===== src/hw/rtl/acn_pkg.sv =====
`timescale 1ns / 1ps
// ----------------------------------------------------------------------------
// acn_pkg
// Shared types and constants for the axis calibrate/normalize block.
// ----------------------------------------------------------------------------
package acn_pkg;

	localparam int NUM_AXES    = 2;
	localparam int SAMPLE_BITS = 12;
	localparam int IN_BITS     = 12;
	localparam int PCT_W       = 7;
	localparam int REM_W       = SAMPLE_BITS + PCT_W;
	localparam int STEP_W      = $clog2(PCT_W);

	localparam logic [PCT_W-1:0] PCT_FULL = PCT_W'(100);

	typedef logic [SAMPLE_BITS-1:0] sample_t;
	typedef logic [PCT_W-1:0]       pct_t;

	typedef enum logic [1:0] {
		LANE_IDLE,
		LANE_LOAD,
		LANE_DIV,
		LANE_DONE
	} lane_state_t;

	// Per-lane result handed to the merge stage.
	typedef struct packed {
		logic done;
		logic zero;
		pct_t pct;
	} lane_res_t;

	// Control broadcast from the top level to every lane.
	typedef struct packed {
		logic start;
		logic calibrate;
		logic release_res;
	} lane_ctrl_t;

	function automatic sample_t min_reset(input int axis);
		sample_t v;
		case (axis)
			0:       v = SAMPLE_BITS'(820);
			1:       v = SAMPLE_BITS'(739);
			default: v = '0;
		endcase
		return v;
	endfunction

	function automatic sample_t max_reset(input int axis);
		sample_t v;
		case (axis)
			0:       v = SAMPLE_BITS'(3101);
			1:       v = SAMPLE_BITS'(3100);
			default: v = '1;
		endcase
		return v;
	endfunction

endpackage


===== src/hw/rtl/acn_in_if.sv =====
`timescale 1ns / 1ps
// ----------------------------------------------------------------------------
// acn_in_if
// Sample channel: one X/Y sample pair and a calibrate flag per beat.
// ----------------------------------------------------------------------------
interface acn_in_if;
	logic                         valid;
	logic                         ready;
	logic [acn_pkg::IN_BITS-1:0]  x_sample;
	logic [acn_pkg::IN_BITS-1:0]  y_sample;
	logic                         calibrate;

	modport source (output valid, output x_sample, output y_sample, output calibrate,
		input ready);
	modport sink (input valid, input x_sample, input y_sample, input calibrate,
		output ready);
endinterface


===== src/hw/rtl/acn_out_if.sv =====
`timescale 1ns / 1ps
// ----------------------------------------------------------------------------
// acn_out_if
// Result channel: X/Y percentages and the zero-range flag per beat.
// ----------------------------------------------------------------------------
interface acn_out_if;
	logic                        valid;
	logic                        ready;
	logic [acn_pkg::PCT_W-1:0]   x_percent;
	logic [acn_pkg::PCT_W-1:0]   y_percent;
	logic                        zero_range;

	modport source (output valid, output x_percent, output y_percent, output zero_range,
		input ready);
	modport sink (input valid, input x_percent, input y_percent, input zero_range,
		output ready);
endinterface


===== src/hw/rtl/acn_lane.sv =====
`timescale 1ns / 1ps
// ----------------------------------------------------------------------------
// acn_lane
// One axis: min/max tracking and a restoring divider that yields the
// clamped percentage one quotient bit per cycle.
// ----------------------------------------------------------------------------
module acn_lane (
	input  logic                clk,
	input  logic                arst_n,
	input  acn_pkg::lane_ctrl_t ctrl,
	input  acn_pkg::sample_t    sample,
	input  acn_pkg::sample_t    min_init,
	input  acn_pkg::sample_t    max_init,
	output acn_pkg::lane_res_t  res
);
	import acn_pkg::*;

	lane_state_t         state_q, state_d;
	sample_t             sample_q;
	sample_t             min_q;
	sample_t             max_q;
	logic [REM_W-1:0]    rem_q;
	logic [REM_W-1:0]    dvs_q;
	pct_t                quo_q;
	logic [STEP_W-1:0]   step_q;
	logic                zero_q;

	sample_t             range;
	sample_t             diff;
	logic                is_zero;
	logic                at_low;
	logic                at_high;
	logic                last_step;
	logic                fits;

	assign range     = max_q - min_q;
	assign diff      = sample_q - min_q;
	assign is_zero   = (range == '0);
	assign at_low    = (sample_q <= min_q);
	assign at_high   = (sample_q >= max_q);
	assign last_step = (step_q == STEP_W'(PCT_W - 1));
	assign fits      = (rem_q >= dvs_q);

	always_ff @(posedge clk or negedge arst_n) begin
		if (!arst_n) begin
			state_q <= LANE_IDLE;
		end else begin
			state_q <= state_d;
		end
	end

	always_comb begin
		state_d = state_q;
		case (state_q)
			LANE_IDLE: begin
				if (ctrl.start) begin
					state_d = LANE_LOAD;
				end
			end
			LANE_LOAD: begin
				if (is_zero || at_low || at_high) begin
					state_d = LANE_DONE;
				end else begin
					state_d = LANE_DIV;
				end
			end
			LANE_DIV: begin
				if (last_step) begin
					state_d = LANE_DONE;
				end
			end
			LANE_DONE: begin
				if (ctrl.release_res) begin
					state_d = LANE_IDLE;
				end
			end
			default: state_d = LANE_IDLE;
		endcase
	end

	// The stored extremes reset to the calibration defaults of this axis.
	always_ff @(posedge clk or negedge arst_n) begin
		if (!arst_n) begin
			min_q <= min_init;
			max_q <= max_init;
		end else if (state_q == LANE_IDLE && ctrl.start && ctrl.calibrate) begin
			if (sample < min_q) begin
				min_q <= sample;
			end
			if (sample > max_q) begin
				max_q <= sample;
			end
		end
	end

	// Between min and max the quotient is below 100, so seven quotient bits
	// are enough and the divisor starts shifted left by six.
	always_ff @(posedge clk) begin
		case (state_q)
			LANE_IDLE: begin
				if (ctrl.start) begin
					sample_q <= sample;
				end
			end
			LANE_LOAD: begin
				zero_q <= is_zero;
				step_q <= '0;
				rem_q  <= REM_W'(diff) * REM_W'(PCT_FULL);
				dvs_q  <= REM_W'(range) << (PCT_W - 1);
				if (is_zero || at_low) begin
					quo_q <= '0;
				end else if (at_high) begin
					quo_q <= PCT_FULL;
				end else begin
					quo_q <= '0;
				end
			end
			LANE_DIV: begin
				if (fits) begin
					rem_q <= rem_q - dvs_q;
				end
				quo_q  <= {quo_q[PCT_W-2:0], fits};
				dvs_q  <= dvs_q >> 1;
				step_q <= step_q + STEP_W'(1);
			end
			default: begin
			end
		endcase
	end

	assign res.done = (state_q == LANE_DONE);
	assign res.zero = zero_q;
	assign res.pct  = quo_q;

endmodule


===== src/hw/rtl/acn_merge.sv =====
`timescale 1ns / 1ps
// ----------------------------------------------------------------------------
// acn_merge
// Gathers the lane results into one output register and drives the
// result channel.
// ----------------------------------------------------------------------------
module acn_merge (
	input  logic               clk,
	input  logic               arst_n,
	input  acn_pkg::lane_res_t lanes [acn_pkg::NUM_AXES],
	output logic               load,
	acn_out_if.source          out_ch
);
	import acn_pkg::*;

	logic all_done;
	logic any_zero;
	pct_t x_pct;
	pct_t y_pct;
	logic valid_q;
	pct_t x_q;
	pct_t y_q;
	logic zero_q;

	always_comb begin
		all_done = 1'b1;
		any_zero = 1'b0;
		for (int a = 0; a < NUM_AXES; a++) begin
			all_done = all_done & lanes[a].done;
			any_zero = any_zero | lanes[a].zero;
		end
	end

	assign x_pct = lanes[0].pct;
	assign y_pct = (NUM_AXES > 1) ? lanes[NUM_AXES > 1 ? 1 : 0].pct : '0;

	// The register refills in the same cycle the waiting beat is taken.
	assign load = all_done && (!valid_q || out_ch.ready);

	always_ff @(posedge clk or negedge arst_n) begin
		if (!arst_n) begin
			valid_q <= 1'b0;
		end else if (load) begin
			valid_q <= 1'b1;
		end else if (out_ch.ready) begin
			valid_q <= 1'b0;
		end
	end

	always_ff @(posedge clk) begin
		if (load) begin
			x_q    <= x_pct;
			y_q    <= y_pct;
			zero_q <= any_zero;
		end
	end

	assign out_ch.valid      = valid_q;
	assign out_ch.x_percent  = x_q;
	assign out_ch.y_percent  = y_q;
	assign out_ch.zero_range = zero_q;

endmodule


===== src/hw/rtl/axis_calibrate_normalize_core.sv =====
`timescale 1ns / 1ps
// ----------------------------------------------------------------------------
// axis_calibrate_normalize_core
// Two-axis min/max calibration with clamped percentage output.
//
// in_ch carries one X/Y sample pair per beat with a calibrate flag. With the
// flag set, each axis first widens its stored min/max to include the sample.
// out_ch returns one beat per input beat: each axis as
// (sample - min) * 100 / (max - min) clamped to 0..100, and zero_range set
// when an axis has max equal to min (that axis then reads 0).
// Each axis runs in its own lane; a merge stage joins the lanes into the
// output register.
// A sample that lies strictly between min and max passes the load step and the
// 7-step restoring divider in its lane before its result is registered for
// output; samples at or outside the extremes skip the divider.
// One item is in flight at a time.
// The input accepts the next beat while a finished result still waits in the
// output register; if the receiver stalls longer, the lanes hold their result
// and in_ch.ready stays low. Reset loads the default extremes
// (X 820..3101, Y 739..3100) and empties the output register.
// ----------------------------------------------------------------------------
module axis_calibrate_normalize_core (
	input  logic      clk,
	input  logic      arst_n,
	acn_in_if.sink    in_ch,
	acn_out_if.source out_ch
);
	import acn_pkg::*;

	logic       busy_q;
	logic       accept;
	logic       load;
	lane_ctrl_t ctrl;
	lane_res_t  lanes [NUM_AXES];
	sample_t    samples [NUM_AXES];

	assign in_ch.ready = !busy_q;
	assign accept      = in_ch.valid && !busy_q;

	always_ff @(posedge clk or negedge arst_n) begin
		if (!arst_n) begin
			busy_q <= 1'b0;
		end else if (accept) begin
			busy_q <= 1'b1;
		end else if (load) begin
			busy_q <= 1'b0;
		end
	end

	assign ctrl.start       = accept;
	assign ctrl.calibrate   = in_ch.calibrate;
	assign ctrl.release_res = load;

	for (genvar a = 0; a < NUM_AXES; a++) begin : g_lane
		// Axes beyond Y have no input field and see a zero sample.
		if (a == 0) begin : g_x
			assign samples[a] = SAMPLE_BITS'(in_ch.x_sample);
		end else if (a == 1) begin : g_y
			assign samples[a] = SAMPLE_BITS'(in_ch.y_sample);
		end else begin : g_extra
			assign samples[a] = '0;
		end

		acn_lane u_lane (
			.clk      (clk),
			.arst_n   (arst_n),
			.ctrl     (ctrl),
			.sample   (samples[a]),
			.min_init (min_reset(a)),
			.max_init (max_reset(a)),
			.res      (lanes[a])
		);
	end

	acn_merge u_merge (
		.clk    (clk),
		.arst_n (arst_n),
		.lanes  (lanes),
		.load   (load),
		.out_ch (out_ch)
	);

endmodule


===== src/flat_wrapper.sv =====
// flat-port wrapper written by rule: the top's interface ports become plain ports
module axis_calibrate_normalize_core_flat import acn_pkg::*;
  (clk, arst_n, in_ch_valid, in_ch_x_sample, in_ch_y_sample, in_ch_calibrate, in_ch_ready, out_ch_valid, out_ch_x_percent, out_ch_y_percent, out_ch_zero_range, out_ch_ready);
  acn_in_if in_ch_i ();
  acn_out_if out_ch_i ();
  input  logic clk;
  input  logic arst_n;
  input wire logic [$bits(in_ch_i.valid)-1:0] in_ch_valid;
  input wire logic [$bits(in_ch_i.x_sample)-1:0] in_ch_x_sample;
  input wire logic [$bits(in_ch_i.y_sample)-1:0] in_ch_y_sample;
  input wire logic [$bits(in_ch_i.calibrate)-1:0] in_ch_calibrate;
  output wire logic [$bits(in_ch_i.ready)-1:0] in_ch_ready;
  output wire logic [$bits(out_ch_i.valid)-1:0] out_ch_valid;
  output wire logic [$bits(out_ch_i.x_percent)-1:0] out_ch_x_percent;
  output wire logic [$bits(out_ch_i.y_percent)-1:0] out_ch_y_percent;
  output wire logic [$bits(out_ch_i.zero_range)-1:0] out_ch_zero_range;
  input wire logic [$bits(out_ch_i.ready)-1:0] out_ch_ready;
  assign in_ch_i.valid = in_ch_valid;
  assign in_ch_i.x_sample = in_ch_x_sample;
  assign in_ch_i.y_sample = in_ch_y_sample;
  assign in_ch_i.calibrate = in_ch_calibrate;
  assign in_ch_ready = in_ch_i.ready;
  assign out_ch_valid = out_ch_i.valid;
  assign out_ch_x_percent = out_ch_i.x_percent;
  assign out_ch_y_percent = out_ch_i.y_percent;
  assign out_ch_zero_range = out_ch_i.zero_range;
  assign out_ch_i.ready = out_ch_ready;
  axis_calibrate_normalize_core u_core (.clk(clk), .arst_n(arst_n), .in_ch(in_ch_i), .out_ch(out_ch_i));
endmodule

===== config.mk =====
export PLATFORM = sky130hd
export DESIGN_NAME = axis_calibrate_normalize_core_flat
export DESIGN_NICKNAME = d
export VERILOG_FILES = /design/src/hw/rtl/acn_pkg.sv /design/src/hw/rtl/acn_in_if.sv /design/src/hw/rtl/acn_out_if.sv /design/src/hw/rtl/acn_lane.sv /design/src/hw/rtl/acn_merge.sv /design/src/hw/rtl/axis_calibrate_normalize_core.sv /design/src/flat_wrapper.sv
export SDC_FILE = /design/constraint.sdc
export NUM_CORES = 1
export LEC_CHECK = 0
export ABC_AREA = 0
export ABC_CLOCK_PERIOD_IN_PS = 5650
export BUFFER_PORTS_ARGS = -buffer_cell sky130_fd_sc_hd__buf_2
export CAP_MARGIN = 0
export CORE_MARGIN = 1
export CORE_UTILIZATION = 64
export DETAILED_ROUTE_END_ITERATION = 8
export MAX_ROUTING_LAYER = met4
export PLACE_DENSITY = 0.82
export SYNTH_ARGS = -nofsm -noshare
export SYNTH_HDL_FRONTEND = slang
export SYNTH_SLANG_ARGS = --single-unit

===== constraint.sdc =====
create_clock -name clk -period 5.65 [get_ports clk]
set_input_delay 1.13 -clock clk [delete_from_list [all_inputs] [get_ports clk]]
set_output_delay 1.13 -clock clk [all_outputs]
set_load 0.05 [all_outputs]

==> impl_metrics.ini <==
[outcome]
status = finished clean

[clock_network]
cts_resized = 0
ctsHtreeMaxLevel = 4
cts_tree = yes
clk_pin_slew_ps = 90
cts_buffer_depth = 2
cts.root.buffer_cell = clkbuf_16
cts_buffers = 17
post_cts_buffers = 0
clkLatencyLatePin_ps = 450
clock_sinks = 189
postCtsHoldBufs = 0

[hold_path]
min_path_cells = 0
holdPathEnd = u_core.u_merge.out_ch.x_percent[6]$_DFFE_PP_
hold_start = u_core.g_lane[0].u_lane.quo_q[6]$_DFFE_PP_
hold_path_class = reg -> reg

[timing]
relSlewSlack_pct = 17.21
hold-worst-slack_ps = 420.3
fmax_mhz = 193.6
fin_skew_ps = 17.60
worstMarginPinSlew_ps = 1242
slew_violations = 0
fin_crit_ps = 5166
fin_crit_sh_pct = 91.43
finalSetupViolCount = 0
hold_viol = 0
tns_ps = 0
rsz0062_at_grt = false

[finish]
seq_area_mm2 = 0.005433
num_antenna_cells = 0
multi_input_area_mm2 = 0.009733
final_area_mm2 = 0.01721
area_delta_synth_final_pct = 7.253
final.fill_count = 1828
layout.nets = 1990
drive_gt1_share_pct = 9.309

[routing]
dr_total_vias = 12662
met1_length_um = 17200
totalWireLength_um = 36820
firstDrtPassIters = 7
highest-signal-layer = met4
met2WireLength_um = 16600
drc = 0
drt-wirelength-per-cell_um = 18.12
ant_nets = 0
viasPerCell = 6.231
drt-initial-drc-count = 898
wl_met3_um = 1996

[critical_path]
end_kind = register
timing.rr.start = u_core.g_lane[0].u_lane.min_q[0]$_DFFE_PN0P_
path_class = reg -> reg
worstPathArrival_ps = 5360
crit_fanout = 5
required_ps = 5840
rrSetupSlack_ps = 480
reg2reg_depth = 21
start_kind = register
rr_endpoint = u_core.g_lane[0].u_lane.rem_q[17]$_DFFE_PP_

[placement]
port_buffers = 45
place_congestion = 0.9467
dp_hpwl_um = 28250
placement.cell_area_mm2 = 0.01658

[global_route]
track_usage_pct = 30.35
grt_pass1_wl_um = 60910
grt_max_degree = 55
antenna_found_initial = 0
grt_overflow = 0
grt_pass1_vias = 12493

[power]
p_leak_nw = 7.839
ir_drop_v = 0.0001912
powerDensity_mw_per_mm2 = 165.9

[logic_synthesis]
synth_fp_nets = 1958
ys.warnings.count = 0
synth_edf_count = 135
ys_seq_area_share_pct = 33.86
ys_ff_latch = 189
ys.flop_type = edfxtp_1
syn_area_per_cell_um2 = 9.647
synth_area_mm2 = 0.01604
yosysUniqueCellTypes = 91
postSynthCellCount = 1663
async_flop_share_pct = 28.57

[die]
start_util_pct = 65.58
io_pins = 46
die_x_um = 160.3
dieArea_mm2 = 0.02570
rows = 57
coreArea_mm2 = 0.02446
die_y_um = 160.3

[run]
cap_violations = 0
==> cells in the final DEF (no fill, tap or decap), drive strengths merged, types with 7 or more instances in the layout <==
cell | netlist | final
o21bai | 8 | 8
a31oi | 7 | 7
xnor2 | 49 | 49
dfrtp | 32 | 32
nor2 | 82 | 82
buf | 8 | 53
a21o | 44 | 44
o31ai | 10 | 10
o21a | 30 | 30
nand4 | 17 | 17
a211oi | 18 | 18
a21oi | 79 | 79
o311ai | 26 | 26
ha | 248 | 248
a211o | 7 | 7
mux2 | 8 | 8
mux2i | 28 | 28
o21ai | 77 | 77
xor2 | 33 | 33
nor3 | 39 | 39
and3 | 33 | 33
inv | 194 | 201
edfxtp | 135 | 135
or2 | 12 | 12
clkbuf | 32 | 17
dfstp | 22 | 22
o211ai | 18 | 18
nand2 | 108 | 108
o41ai | 7 | 7
nand3 | 58 | 58
or3 | 17 | 17
fa | 18 | 18
nor2b | 21 | 21
and2 | 19 | 19
o22ai | 7 | 7
nand2b | 22 | 22
==> per-stage QoR <==
stage	util, %	instances	worst slack [ps]	power, mW
floorplan	-	1663	911.5	1.539
global placement	67.80	2000	623.9	1.579
detailed placement	67.80	2000	552.2	1.582
CTS	70.34	2032	497.9	2.859
global route	70.34	2032	128.2	2.914
finish	70.34	2032	484.3	2.855
==> worst max path at each step <==
| stage | start | cells after the start | slack [ps] | to |
|---|---|---|---|---|
| 2_1_floorplan | u_core.g_lane[1].u_lane.min_q[0]$_DFFE_PN1P_ | 19 | 910 | u_core.g_lane[1].u_lane.rem_q[18]$_DFFE_PP_ |
| 3_5_place_dp | u_core.g_lane[1].u_lane.min_q[0]$_DFFE_PN1P_ | 20 | 550 | u_core.g_lane[1].u_lane.rem_q[18]$_DFFE_PP_ |
| 4_1_cts | u_core.g_lane[1].u_lane.min_q[0]$_DFFE_PN1P_ | 19 | 500 | u_core.g_lane[1].u_lane.rem_q[18]$_DFFE_PP_ |
| 5_1_grt | u_core.g_lane[0].u_lane.min_q[0]$_DFFE_PN0P_ | 21 | 130 | u_core.g_lane[0].u_lane.rem_q[17]$_DFFE_PP_ |
| 3_3_place_gp | u_core.g_lane[1].u_lane.min_q[0]$_DFFE_PN1P_ | 19 | 620 | u_core.g_lane[1].u_lane.rem_q[18]$_DFFE_PP_ |
| 6_report | u_core.g_lane[0].u_lane.min_q[0]$_DFFE_PN0P_ | 21 | 480 | u_core.g_lane[0].u_lane.rem_q[17]$_DFFE_PP_ |
==> cells in the mapped netlist, drive strengths merged, types with 8 or more instances <==
| cell type | instances | area [um^2] |
|---|---|---|
| edfxtp | 135 | 4054 |
| and2 | 19 | 118.9 |
| xor2 | 33 | 296.5 |
| nor2b | 21 | 131.4 |
| buf | 8 | 37.54 |
| and3 | 33 | 207.7 |
| nor2 | 82 | 307.8 |
| fa | 18 | 360.4 |
| nand4 | 17 | 106.4 |
| nand2 | 108 | 405.4 |
| o211ai | 18 | 140.1 |
| inv | 194 | 728.2 |
| o21a | 30 | 225.2 |
| mux2 | 8 | 90.09 |
| xnor2 | 49 | 436.7 |
| o31ai | 10 | 107.6 |
| a211oi | 18 | 145.1 |
| dfstp | 22 | 578.1 |
| or2 | 12 | 75.07 |
| o311ai | 26 | 227.7 |
| nand3 | 58 | 290.3 |
| a21o | 44 | 330.3 |
| o21bai | 8 | 60.06 |
| mux2i | 28 | 280.3 |
| clkbuf | 32 | 121.4 |
| dfrtp | 32 | 800.8 |
| o21ai | 77 | 385.4 |
| nand2b | 22 | 137.6 |
| or3 | 17 | 107.6 |
| a21oi | 79 | 402.9 |
| nor3 | 39 | 200.2 |
| ha | 248 | 3103 |
==> critical path, cell delays in order (launching register included) <==
cell	delay (ps)
dfrtp_1	430
ha_1	200
inv_1	60
fa_1	410
a21oi_1	210
o22ai_1	110
nor2_1	290
o21ai_0	220
xnor2_1	320
inv_1	120
ha_1	320
ha_1	280
inv_1	50
fa_1	530
inv_1	40
ha_1	350
nand3_1	110
nand2_1	50
a41o_1	210
o41ai_1	310
xor2_1	180
o221ai_1	120
==> per-layer routing <==
metal,track usage [%],vias to the layer above
met5,-,-
met1,40.35,5999
met4,11.69,0
met3,3.926,86
met2,47.39,430
li1,-,6147
==> final cells by class <==
class                      count  share of cell area [%]
clock inverter                15                   1.142
multi-input combinational   1240                   56.57
sequential                   189                   31.57
timing repair buffer          53                   1.658
inverter                     194                   4.232
clock buffer                  17                   2.472
tap                          324                   2.356
==> flip-flops by register name, indices dropped and copies added (netlist names) <==
signal                            count
u_core.g_lane.u_lane.zero_q           2
u_core.busy_q                         1
u_core.g_lane.u_lane.step_q           6
u_core.g_lane.u_lane.max_q           24
u_core.g_lane.u_lane.quo_q           14
u_core.g_lane.u_lane.state_q          4
u_core.u_merge.out_ch.y_percent       7
u_core.g_lane.u_lane.min_q           24
u_core.u_merge.out_ch.valid           1
u_core.u_merge.out_ch.zero_range      1
u_core.g_lane.u_lane.rem_q           38
u_core.g_lane.u_lane.dvs_q           36
u_core.u_merge.out_ch.x_percent       7
u_core.g_lane.u_lane.sample_q        24
==> logic make-up (layout without fill, tap and decap cells) <==
kind of cell,count (synthesis),in the layout,synth area share [%]
multiplexers,36,36,2.309
XOR/XNOR,82,82,4.570
AND/OR/NAND/NOR,464,464,14.96
AO/OA/AOI/OAI,392,392,17.18
adder cells (fa/ha/maj),266,266,21.59
flip-flops,189,189,33.86
buffers and inverters,234,279,5.530
==> where the power goes <==
part	internal (mW)	total [mW]	switching [mW]
Combinational	0.0263	0.0804	0.0541
Sequential	1.47	1.47	0.0000000000000000214
Clock	0.678	1.30	0.623
No activity file was read; power rests on OpenSTA's default activity.
